`config.mk`:
```
export PLATFORM = sky130hd
export DESIGN_NAME = pps_wrap
export DESIGN_NICKNAME = d
export VERILOG_FILES = /design/src/rtl/pps_pkg.sv /design/src/rtl/pps_wrap.sv
export SDC_FILE = /design/constraint.sdc
export NUM_CORES = 1
export LEC_CHECK = 0
export ABC_AREA = 1
export BUFFER_PORTS_ARGS = -buffer_cell sky130_fd_sc_hd__buf_4
export CAP_MARGIN = 25
export CORE_MARGIN = 2
export CORE_UTILIZATION = 30
export CTS_CLUSTER_SIZE = 16
export DETAILED_ROUTE_END_ITERATION = 8
export PLACE_DENSITY = 0.53
export SKIP_CTS_REPAIR_TIMING = 1
export SLEW_MARGIN = 5
export SYNTH_ARGS = -nofsm -noshare
export SYNTH_HDL_FRONTEND = slang
export SYNTH_SLANG_ARGS = --single-unit
```
`constraint.sdc`:
```
create_clock -name i_clk -period 13.9 [get_ports i_clk]
set_clock_uncertainty 0.15 [all_clocks]
set_input_delay 2.78 -clock i_clk [delete_from_list [all_inputs] [get_ports i_clk]]
set_output_delay 2.78 -clock i_clk [all_outputs]
set_load 0.01 [all_outputs]
```
`src/rtl/pps_pkg.sv`:
```
`default_nettype none
// ----------------------------------------------------------------------------
// PID position step package
// Shared word types, status codes, register indexes and fixed-point constants
// for the position step controller.
// ----------------------------------------------------------------------------
package pps_pkg;

    // Move status codes as reported with every result word.
    typedef enum logic [1:0] {
        MS_RUN     = 2'd0,
        MS_REACHED = 2'd1,
        MS_TIMEOUT = 2'd2
    } t_move_status;

    // Configuration register indexes.
    localparam int unsigned CFG_IDX_W = 3;
    localparam logic [CFG_IDX_W-1:0] CFG_PROP_GAIN  = 3'd0;
    localparam logic [CFG_IDX_W-1:0] CFG_INTEG_GAIN = 3'd1;
    localparam logic [CFG_IDX_W-1:0] CFG_DERIV_GAIN = 3'd2;
    localparam logic [CFG_IDX_W-1:0] CFG_OUT_LIMIT  = 3'd3;
    localparam logic [CFG_IDX_W-1:0] CFG_TOLERANCE  = 3'd4;
    localparam logic [CFG_IDX_W-1:0] CFG_TIMEOUT    = 3'd5;
    localparam logic [CFG_IDX_W-1:0] CFG_ANGLE_WRAP = 3'd6;

    // Register reset values.
    localparam logic [14:0] OUT_LIMIT_RST = 15'd12000;
    localparam logic [15:0] TOLERANCE_RST = 16'd100;
    localparam logic [15:0] TIMEOUT_RST   = 16'd150;

    // Angle wrap constants, in hundredths of a degree.
    localparam logic [15:0] WRAP_HALF = 16'd18000;
    localparam logic [15:0] WRAP_FULL = 16'd36000;
    // floor(2^40 / 36000): the quotient estimate is exact or one low.
    localparam logic [24:0] WRAP_RECIP = 25'd30541989;

    // Saturation bounds of the integral and of the integral term.
    localparam logic signed [39:0] SUM_MAX   = 40'sh7F_FFFF_FFFF;
    localparam logic signed [39:0] SUM_MIN   = 40'sh80_0000_0000;
    localparam logic signed [63:0] ITERM_MAX = 64'sh0010_0000_0000_0000;
    localparam logic signed [63:0] ITERM_MIN = -64'sh0010_0000_0000_0000;

    // One control tick as it enters the block.
    typedef struct packed {
        logic               first_sample;
        logic signed [23:0] target;
        logic signed [23:0] measured;
    } t_in_word;

    // One drive command as it leaves the block.
    typedef struct packed {
        logic signed [15:0] drive;
        t_move_status       move_status;
    } t_out_word;

    // Load strobes for a three-stage section of the pipeline.
    typedef struct packed {
        logic first;
        logic second;
        logic third;
    } t_stage_ld;

endpackage : pps_pkg
`default_nettype wire

```
`src/rtl/pps_wrap.sv`:
```
`default_nettype none
// ----------------------------------------------------------------------------
// Position error and angle wrap
// Forms target minus measured and, when enabled, folds it into plus or minus
// half a turn with a reciprocal multiply and one correction step.
// ----------------------------------------------------------------------------
module pps_wrap
    import pps_pkg::*;
(
    input  wire logic               i_clk,
    input  wire t_stage_ld          i_ld,
    input  wire logic               i_wrap_en,
    input  wire logic               i_first,
    input  wire logic signed [23:0] i_target,
    input  wire logic signed [23:0] i_measured,
    output logic                    o_first,
    output logic signed [24:0]      o_error
);

    logic signed [24:0] diff;
    logic [24:0]        mag;
    logic [49:0]        prod;
    logic [24:0]        rem_wide;
    logic [15:0]        rem;
    logic [15:0]        fmod;
    logic signed [24:0] wrapped;

    logic               r_fs1, r_fs2, r_fs3;
    logic signed [24:0] r_e1, r_e2, r_e3;
    logic [24:0]        r_mag1;
    logic [8:0]         r_q1;
    logic [16:0]        r_rem2;

    // Stage one: exact difference, its magnitude and the quotient estimate.
    always_comb begin
        diff = {i_target[23], i_target} - {i_measured[23], i_measured};
        mag  = diff[24] ? 25'(-diff) : 25'(diff);
        prod = {25'd0, mag} * {25'd0, WRAP_RECIP};
    end

    always_ff @(posedge i_clk) begin
        if (i_ld.first) begin
            r_fs1  <= i_first;
            r_e1   <= diff;
            r_mag1 <= mag;
            r_q1   <= prod[48:40];
        end
    end

    // Stage two: remainder before correction, below two full turns.
    assign rem_wide = r_mag1 - ({16'd0, r_q1} * {9'd0, WRAP_FULL});

    always_ff @(posedge i_clk) begin
        if (i_ld.second) begin
            r_fs2  <= r_fs1;
            r_e2   <= r_e1;
            r_rem2 <= rem_wide[16:0];
        end
    end

    // Stage three: floored remainder, then the fold into the half-turn range.
    // An error of exactly a half turn keeps the sign of the raw error.
    always_comb begin
        rem = (r_rem2 >= {1'b0, WRAP_FULL}) ? 16'(r_rem2 - {1'b0, WRAP_FULL})
                                            : r_rem2[15:0];
        fmod = (r_e2[24] && (rem != 16'd0)) ? 16'(WRAP_FULL - rem) : rem;
        if (r_e2 > $signed({9'd0, WRAP_HALF})) begin
            wrapped = (fmod > WRAP_HALF) ? $signed({9'd0, fmod}) - $signed({9'd0, WRAP_FULL})
                                         : $signed({9'd0, fmod});
        end else if (r_e2 < -$signed({9'd0, WRAP_HALF})) begin
            wrapped = (fmod >= WRAP_HALF) ? $signed({9'd0, fmod}) - $signed({9'd0, WRAP_FULL})
                                          : $signed({9'd0, fmod});
        end else begin
            wrapped = r_e2;
        end
    end

    always_ff @(posedge i_clk) begin
        if (i_ld.third) begin
            r_fs3 <= r_fs2;
            r_e3  <= i_wrap_en ? wrapped : r_e2;
        end
    end

    assign o_first = r_fs3;
    assign o_error = r_e3;

endmodule : pps_wrap
`default_nettype wire

```
==> results.toml, run 1 <==
[detailed_routing]
wl_per_cell_um = 15.5
vias = 13500
drtPass1Iterations = 5
route.detailed.drc = 0
routed_wl_um = 44700
vias_per_cell = 4.69
drtIter0Drc = 735
antenna_left = 0

[setup_path]
max_stage_delay_ns = 0.65
cp_top_family = "adder cells"
start_kind = "input pin"
critPathBufInv = 8
required_ns = 13.93
endpoint_kind = "register"
critPathKind = "in -> reg"
critPathArrivalTime_ns = 11.57
path_max_fanout = 9
cpMostUsedCell = "inv_1"
crit_slowest_cell = "fa_1"

[global_routing]
gr-usage-met2 = 0.256
grt_pass1_vias = 14000
grt_use_met3 = 0.0156
use_met1 = 0.218
grt_pass1_wl_um = 73500
grt_remaining_overflow = 0
track_usage = 0.155
grt_max_degree = 52
grt.busiest_layer = "met2"
antenna_found_initial = 0

[synthesis]
synth_edf_count = 119
ys_seq_elements = 119
synthArstFlopShare = 0
synth_flop_cell = "edfxtp_1"
syn_avg_cell_area_um2 = 8.68
synth_warnings = 0
syn_area_um2 = 17300
post_synth_num_cell_types = 54
synthCells = 1998
syn_nets = 2517
ys_seq_area_frac = 0.206

[place]
place_congestion = 0.893
post-dp-hpwl_um = 38300
dp.cells = 2841
io_buffers = 79

[cts]
cts_tree = "built"
htreeDepth = 4
cts_root_buf = "clkbuf_16"
cts_made_buffers = 17
clkLatencyLatePin_ns = 0.44
clock-sinks = 119
cts.path.max_buffers = 2
clk_pin_slew_ns = 0.06

[floorplan]
initial_core_util = 0.302
fp-row-count = 88
die_x_um = 244
coreArea_um2 = 57400
io_pins = 80
die_h_um = 244
die_area_um2 = 59700

[sta]
fmax_ghz = 0.0867
timing.final.crit_share = 0.830
holdWs_ns = 0.257
setup-violations-final = 0
slew_headroom = 0.439
setup_tns_ns = 0
final-hold-violation-count = 0
drv_slew = 0
rsz0062_at_grt = "false"
tightest_slew_ns = 0.839
finalWorstPathRequiredPeriod_ns = 11.54

[final_layout]
syn_to_final_growth_pct = 12.4
n_antenna_cell = 0
instances_no_fill = 2874
drive_above_1_share = 0.0915
fin_nets = 2615
n_fill_cell = 5937

[run_status]
status = "complete, no violations"

[hold_path]
hold_path.class = "reg -> reg"

[run]
maxCapViolCount = 0
-- layout make-up --
class	instances	area, µm²	area share
multi-input combinational	1459	12200	0.624
sequential	119	3570	0.183
inverter	407	1530	0.0787
tap	765	957	0.0491
timing repair buffer	92	691	0.0354
clock buffer	19	433	0.0222
clock inverter	13	145	0.00745
-- registers in the layout (all words and copies together), names as in the netlist --
name	cells
r_e1	25
o_first	1
r_e2	25
o_error	25
r_mag1	16
r_q1	9
r_fs1	1
r_fs2	1
r_rem2	16
-- worst paths after layout --
kind	cells past startpoint	slack [ns]	from	end
worst min-delay path	0	0.26	r_e1[4]$_DFFE_PP_	r_e2[4]$_DFFE_PP_
worst min register to register	0	0.26	r_e1[4]$_DFFE_PP_	r_e2[4]$_DFFE_PP_
worst max-delay path	37	2.36	i_target[0]	r_q1[1]$_DFFE_PP_
worst max register to register	17	9.27	r_q1[1]$_DFFE_PP_	r_rem2[16]$_DFFE_PP_
-- stage by stage --
step | cell area (µm²) | utilization | setup slack [ns]
6_report | 19500 | 0.340 | 2.36
3_5_place_dp | 18900 | 0.330 | 1.90
4_1_cts | 19500 | 0.340 | 2.36
3_3_place_gp | 18900 | 0.330 | 1.88
2_1_floorplan | 17300 | - | 2.85
5_1_grt | 19500 | 0.340 | 1.65
-- logic make-up (layout without fill, tap and decap cells) --
family                     count (synthesis)  count (layout)  share of synthesized area
adders and majority gates                465             465                      0.404
xor gates and xnor gates                  92              92                     0.0465
buffers and inverters                    420             531                     0.0929
and+or+nand+nor                          690             690                      0.179
DFF                                      119             119                      0.206
AOI/OAI and AO/OA                        212             212                     0.0709
-- cells in the final DEF, fill, tap and decap left out, types with 4 or more instances in the layout --
master	Yosys	routed
clkinv_4	1	4
a21boi_0	5	5
nand3_2	6	6
buf_4	1	92
nand2_1	373	373
a21o_1	8	8
clkbuf_16	0	17
xor2_1	61	61
nand2_4	8	8
nor2_1	115	115
a21oi_1	87	87
edfxtp_1	119	119
inv_6	0	4
xnor2_1	31	31
nand4_1	26	26
nand3b_1	5	5
inv_2	11	11
fa_1	159	159
o21ai_0	59	59
a31oi_1	13	13
or2_2	4	4
o21a_1	5	5
nor3_1	23	23
o21ai_1	5	5
nand2_2	28	28
o21bai_1	6	6
inv_1	394	394
ha_1	306	306
nand3_1	81	81
nor4_1	8	8
-- cells in the mapped netlist (2+ instances only) --
library cell | instances | area share
a2111oi_0 | 2 | 0.0010
a211o_1 | 3 | 0.0015
a211oi_1 | 3 | 0.0013
a21boi_0 | 5 | 0.0022
a21o_1 | 8 | 0.0035
a21oi_1 | 87 | 0.025
a221oi_1 | 2 | 0.0010
a31oi_1 | 13 | 0.0047
buf_2 | 2 | 0.00058
buf_6 | 3 | 0.0019
clkbuf_1 | 7 | 0.0015
edfxtp_1 | 119 | 0.21
fa_1 | 159 | 0.18
ha_1 | 306 | 0.22
inv_1 | 394 | 0.085
inv_2 | 11 | 0.0024
nand2_1 | 373 | 0.081
nand2_2 | 28 | 0.010
nand2_4 | 8 | 0.0052
nand3_1 | 81 | 0.023
nand3_2 | 6 | 0.0035
nand3_4 | 3 | 0.0030
nand3b_1 | 5 | 0.0022
nand4_1 | 26 | 0.0094
nor2_1 | 115 | 0.025
nor2_2 | 3 | 0.0011
nor2_4 | 2 | 0.0013
nor2_8 | 2 | 0.0023
nor3_1 | 23 | 0.0066
nor4_1 | 8 | 0.0029
o211a_1 | 2 | 0.0012
o211ai_1 | 3 | 0.0013
o21a_1 | 5 | 0.0022
o21ai_0 | 59 | 0.017
o21ai_1 | 5 | 0.0014
o21bai_1 | 6 | 0.0026
or2_2 | 4 | 0.0014
xnor2_1 | 31 | 0.016
xor2_1 | 61 | 0.031
-- layer usage --
layer / part of all wire / vias to the layer above
met5: 0 / -
met4: 0.017 / 0
met3: 0.028 / 42
met2: 0.47 / 241
met1: 0.49 / 6503
li1: - / 6687
Power of run 1 is left out: the tool's default activity adds up to more than one toggle a clock period on the data nets, which glitch-free logic cannot reach.
==> inputs of run 2 (changes only) <==
--- a/config.mk
+++ b/config.mk
@@ -12,7 +12,7 @@
 export CORE_UTILIZATION = 30
 export CTS_CLUSTER_SIZE = 16
 export DETAILED_ROUTE_END_ITERATION = 8
-export PLACE_DENSITY = 0.53
+export PLACE_DENSITY = 0.54
 export SKIP_CTS_REPAIR_TIMING = 1
 export SLEW_MARGIN = 5
 export SYNTH_ARGS = -nofsm -noshare
==> constraint.sdc (replaced) <==
create_clock -name i_clk -period 10.35 [get_ports i_clk]
set_clock_uncertainty 0.15 [all_clocks]
set_input_delay 2.07 -clock i_clk [delete_from_list [all_inputs] [get_ports i_clk]]
set_output_delay 2.07 -clock i_clk [all_outputs]
set_load 0.01 [all_outputs]
==> run 2 against run 1 <==
Cell count rose by 4.7%. Critical path depth rose by 2. Cell area rose by 5.7%. Sequential cell count did not move. First-iteration DRC count fell by 7.5%. Register-to-register slack got worse by 3.5 ns. Sequential share of layout area fell by 0.99 points. Via count rose by 1.8%. Global-route usage rose by 0.083 points. Hold slack improved by 0.0066 ns. Highest routed layer unchanged.
==> results.toml, run 2 (synthesis gave the netlist of run 1 again) <==
[sta]
setup_tns_ns = 0
tightest_slew_ns = 0.832
finalWorstPathRequiredPeriod_ns = 9.90
rsz0062_at_grt = "false"
setup-violations-final = 0
slew_headroom = 0.443
holdWs_ns = 0.263
final-hold-violation-count = 0
timing.final.crit_share = 0.957
drv_slew = 0
fmax_ghz = 0.101

[floorplan]
fp-row-count = 88
coreArea_um2 = 57400
initial_core_util = 0.302
die_x_um = 244
die_h_um = 244
die_area_um2 = 59700
io_pins = 80

[detailed_routing]
routed_wl_um = 44600
drtIter0Drc = 680
drtPass1Iterations = 5
vias = 13700
antenna_left = 0
wl_per_cell_um = 14.8
route.detailed.drc = 0
vias_per_cell = 4.56

[hold_path]
hold_path.class = "reg -> reg"
hold-path-cell-count = 0

[global_routing]
antenna_found_initial = 0
grt_pass1_vias = 14300
grt_remaining_overflow = 0
track_usage = 0.156
grt_max_degree = 52
grt_pass1_wl_um = 74300

[setup_path]
critPathKind = "in -> reg"
start_kind = "input pin"
reg2regPathDepth = 17
critPathBufInv = 11
critPathArrivalTime_ns = 9.94
max_stage_delay_ns = 0.55
endpoint_kind = "register"
crit_cells = 39
required_ns = 10.38
cp_top_family = "adder cells"
crit_slowest_cell = "fa_1"
path_max_fanout = 8

[cts]
cts_root_buf = "clkbuf_16"
cts.path.max_buffers = 2
clock-sinks = 119
cts_tree = "built"
clk_pin_slew_ns = 0.06
htreeDepth = 4
clkLatencyLatePin_ns = 0.44
cts_made_buffers = 17

[place]
dp.cells = 2976
post-dp-hpwl_um = 39200
io_buffers = 79
place_congestion = 0.866

[final_layout]
fin_nets = 2750
regArea_um2 = 3570
n_fill_cell = 5888
final_util = 0.359
n_antenna_cell = 0
syn_to_final_growth_pct = 18.8
multi_input_area_um2 = 12200
drive_above_1_share = 0.155
final_common_cell = "inv_1"
final_cell_mix = "inv_1 (390), nand2_1 (373), ha_1 (306)"
instances_no_fill = 3009

[run]
maxCapViolCount = 0

[run_status]
status = "complete, no violations"
[run 2: cell types whose count changed in the layout (fill, tap and decap cells not counted), sizes merged]
cell / delta
clkinvlp: +1
inv: +2
buf: +135
clkbuf: -1
bufinv: -2
[run 2: area by class of cell]
cell class	count	area share
multi-input combinational	1459	0.594
inverter	407	0.0745
clock buffer	18	0.0208
clock inverter	14	0.00565
tap	765	0.0465
sequential	119	0.174
timing repair buffer	227	0.0847
[run 2: worst paths after layout]
path,start,to,slack (ns)
worst max register to register,r_q1[1]$_DFFE_PP_,r_rem2[16]$_DFFE_PP_,5.73
worst min register to register,r_mag1[1]$_DFFE_PP_,r_rem2[1]$_DFFE_PP_,0.26
worst min-delay path,r_mag1[1]$_DFFE_PP_,r_rem2[1]$_DFFE_PP_,0.26
worst max-delay path,i_target[0],r_q1[1]$_DFFE_PP_,0.45
[run 2: stage by stage]
step           instance area (µm²)  setup WS, ns
3_5_place_dp                 20000        -0.222
2_1_floorplan                17300        0.0135
6_report                     20600         0.447
5_1_grt                      20600        0.0216
4_1_cts                      20500         0.214
3_3_place_gp                 20000        -0.131
[run 2: layer usage]
layer  global-route usage  share of wire
met1                0.209           0.47
met2                0.259           0.47
met3               0.0230          0.030
met4               0.0475          0.026
met5                    0              0
Power of run 2 is left out for the same reason.
==> inputs of run 3 (changes only) <==
--- a/config.mk
+++ b/config.mk
@@ -6,7 +6,7 @@
 export NUM_CORES = 1
 export LEC_CHECK = 0
 export ABC_AREA = 1
-export BUFFER_PORTS_ARGS = -buffer_cell sky130_fd_sc_hd__buf_4
+export BUFFER_PORTS_ARGS = -buffer_cell sky130_fd_sc_hd__buf_2
 export CAP_MARGIN = 25
 export CORE_MARGIN = 2
 export CORE_UTILIZATION = 30
@@ -14,7 +14,7 @@
 export DETAILED_ROUTE_END_ITERATION = 8
 export PLACE_DENSITY = 0.54
 export SKIP_CTS_REPAIR_TIMING = 1
-export SLEW_MARGIN = 5
+export SLEW_MARGIN = 20
 export SYNTH_ARGS = -nofsm -noshare
 export SYNTH_HDL_FRONTEND = slang
 export SYNTH_SLANG_ARGS = --single-unit
==> constraint.sdc (replaced) <==
create_clock -name i_clk -period 10.35 [get_ports i_clk]
set_clock_uncertainty 0.15 [all_clocks]
set_input_delay 2.07 -clock i_clk [delete_from_list [all_inputs] [get_ports i_clk]]
set_output_delay 2.07 -clock i_clk [all_outputs]
set_load 0.05 [all_outputs]
==> run 3 against run 2 <==
Worst setup slack gained 0.060 ns. Cell count shrank 0.17%. Hold slack gained 0.0067 ns. Register-to-register slack lost 0.04 ns. Sequential share of layout area grew 0.18 points. Cell area shrank 1.0%. Utilization shrank 0.36 points. Non-clock buffer count shrank 5. Count of clock-buffer cells in the layout shrank 1. Via count grew 0.41%. Critical endpoint is now r_q1[3]$_DFFE_PP_.
==> results.toml, run 3 (synthesis gave the netlist of run 1 again) <==
[run_status]
status = "complete, no violations"

[detailed_routing]
wl_per_cell_um = 14.9
routed_wl_um = 44700
drtPass1Iterations = 7
drtIter0Drc = 697
antenna_left = 0
vias = 13800
wl_met1_um = 20600
met2_length_um = 21800
route.detailed.drc = 0
dr.max_layer_used = "met4"
vias_per_cell = 4.58
met3_length_um = 1480

[global_routing]
grt_pass1_vias = 14100
grt_pass1_wl_um = 73100
grt_remaining_overflow = 0
grt_max_degree = 52
antenna_found_initial = 0
track_usage = 0.154

[sta]
slew_headroom = 0.433
drv_slew = 0
timing.final.crit_share = 0.951
tightest_slew_ns = 0.850
final-hold-violation-count = 0
setup_tns_ns = 0
fmax_ghz = 0.102
finalWorstPathRequiredPeriod_ns = 9.84
setup-violations-final = 0

[place]
io_buffers = 79
place_congestion = 0.876
post-dp-hpwl_um = 38900

[final_layout]
syn_to_final_growth_pct = 17.6
n_fill_cell = 5847
final_cell_mix = "inv_1 (390), nand2_1 (373), ha_1 (306)"
n_antenna_cell = 0
drive_above_1_share = 0.152
final_common_cell = "inv_1"
fin_nets = 2745

[floorplan]
die_area_um2 = 59700
fp-row-count = 88
die_h_um = 244
coreArea_um2 = 57400
initial_core_util = 0.302
io_pins = 80
die_x_um = 244

[hold_path]
hold_path.class = "reg -> reg"

[cts]
cts_root_buf = "clkbuf_16"
cts.path.max_buffers = 2
clock-sinks = 119
clk_pin_slew_ns = 0.07
clkLatencyLatePin_ns = 0.45
htreeDepth = 4
cts_tree = "built"
cts_made_buffers = 17

[setup_path]
critPathArrivalTime_ns = 9.89
start_kind = "input pin"
crit_slowest_cell = "fa_1"
critPathKind = "in -> reg"
path_max_fanout = 7
required_ns = 10.40
max_stage_delay_ns = 0.53
r2r_slack_ns = 5.69
endpoint_kind = "register"

[run]
maxCapViolCount = 0
## run 3: cell types whose count changed in the layout (fill, tap and decap cells not counted), moves of 2 or more
cell,change
buf_4,-83
buf_2,+79
clkinv_8,+5
clkinvlp_4,-3
a21oi_1,+2
a21oi_2,-2
clkinv_2,-2
clkinv_4,-2
inv_8,+2
## run 3: worst paths after layout
check,from,endpoint,cells after the start
max,i_target[0],r_q1[3]$_DFFE_PP_,43
min,r_mag1[4]$_DFFE_PP_,r_rem2[4]$_DFFE_PP_,0
max reg2reg,r_q1[1]$_DFFE_PP_,r_rem2[16]$_DFFE_PP_,17
min reg2reg,r_mag1[4]$_DFFE_PP_,r_rem2[4]$_DFFE_PP_,0
## run 3: final cells by class
cell class	instances	area, µm²	area share
inverter	407	1530	0.0752
multi-input combinational	1459	12200	0.599
timing repair buffer	222	1500	0.0735
sequential	119	3570	0.175
clock buffer	17	425	0.0209
clock inverter	15	179	0.00878
tap	765	957	0.0469
## run 3: worst max-delay path: cells and delay by family
kind | cells | cell delay [ns]
fa+ha+maj | 9 | 3.26
simple gates | 11 | 1.00
buf+inv | 12 | 1.44
compound gates | 9 | 1.70
xor+xnor | 2 | 0.39
## run 3: routing by layer
| layer | vias to the layer above | track usage |
|---|---|---|
| li1 | 6955 | - |
| met1 | 6568 | 0.204 |
| met2 | 207 | 0.268 |
| met3 | 36 | 0.0191 |
| met4 | 0 | 0.0355 |
| met5 | - | 0 |
## run 3: through the flow
step                setup WS [ns]  area, µm²  instances  hold slack, ns  utilization
floorplan                  0.0135      17300       1998           0.250            -
global placement          -0.0782      19700       2970           0.252        0.343
detailed placement         -0.133      19700       2970           0.255        0.343
CTS                         0.254      20300       3002           0.272        0.354
global route             -0.00375      20400       3004           0.279        0.355
finish                      0.506      20400       3004           0.270        0.355
Power of run 3 is left out for the same reason.
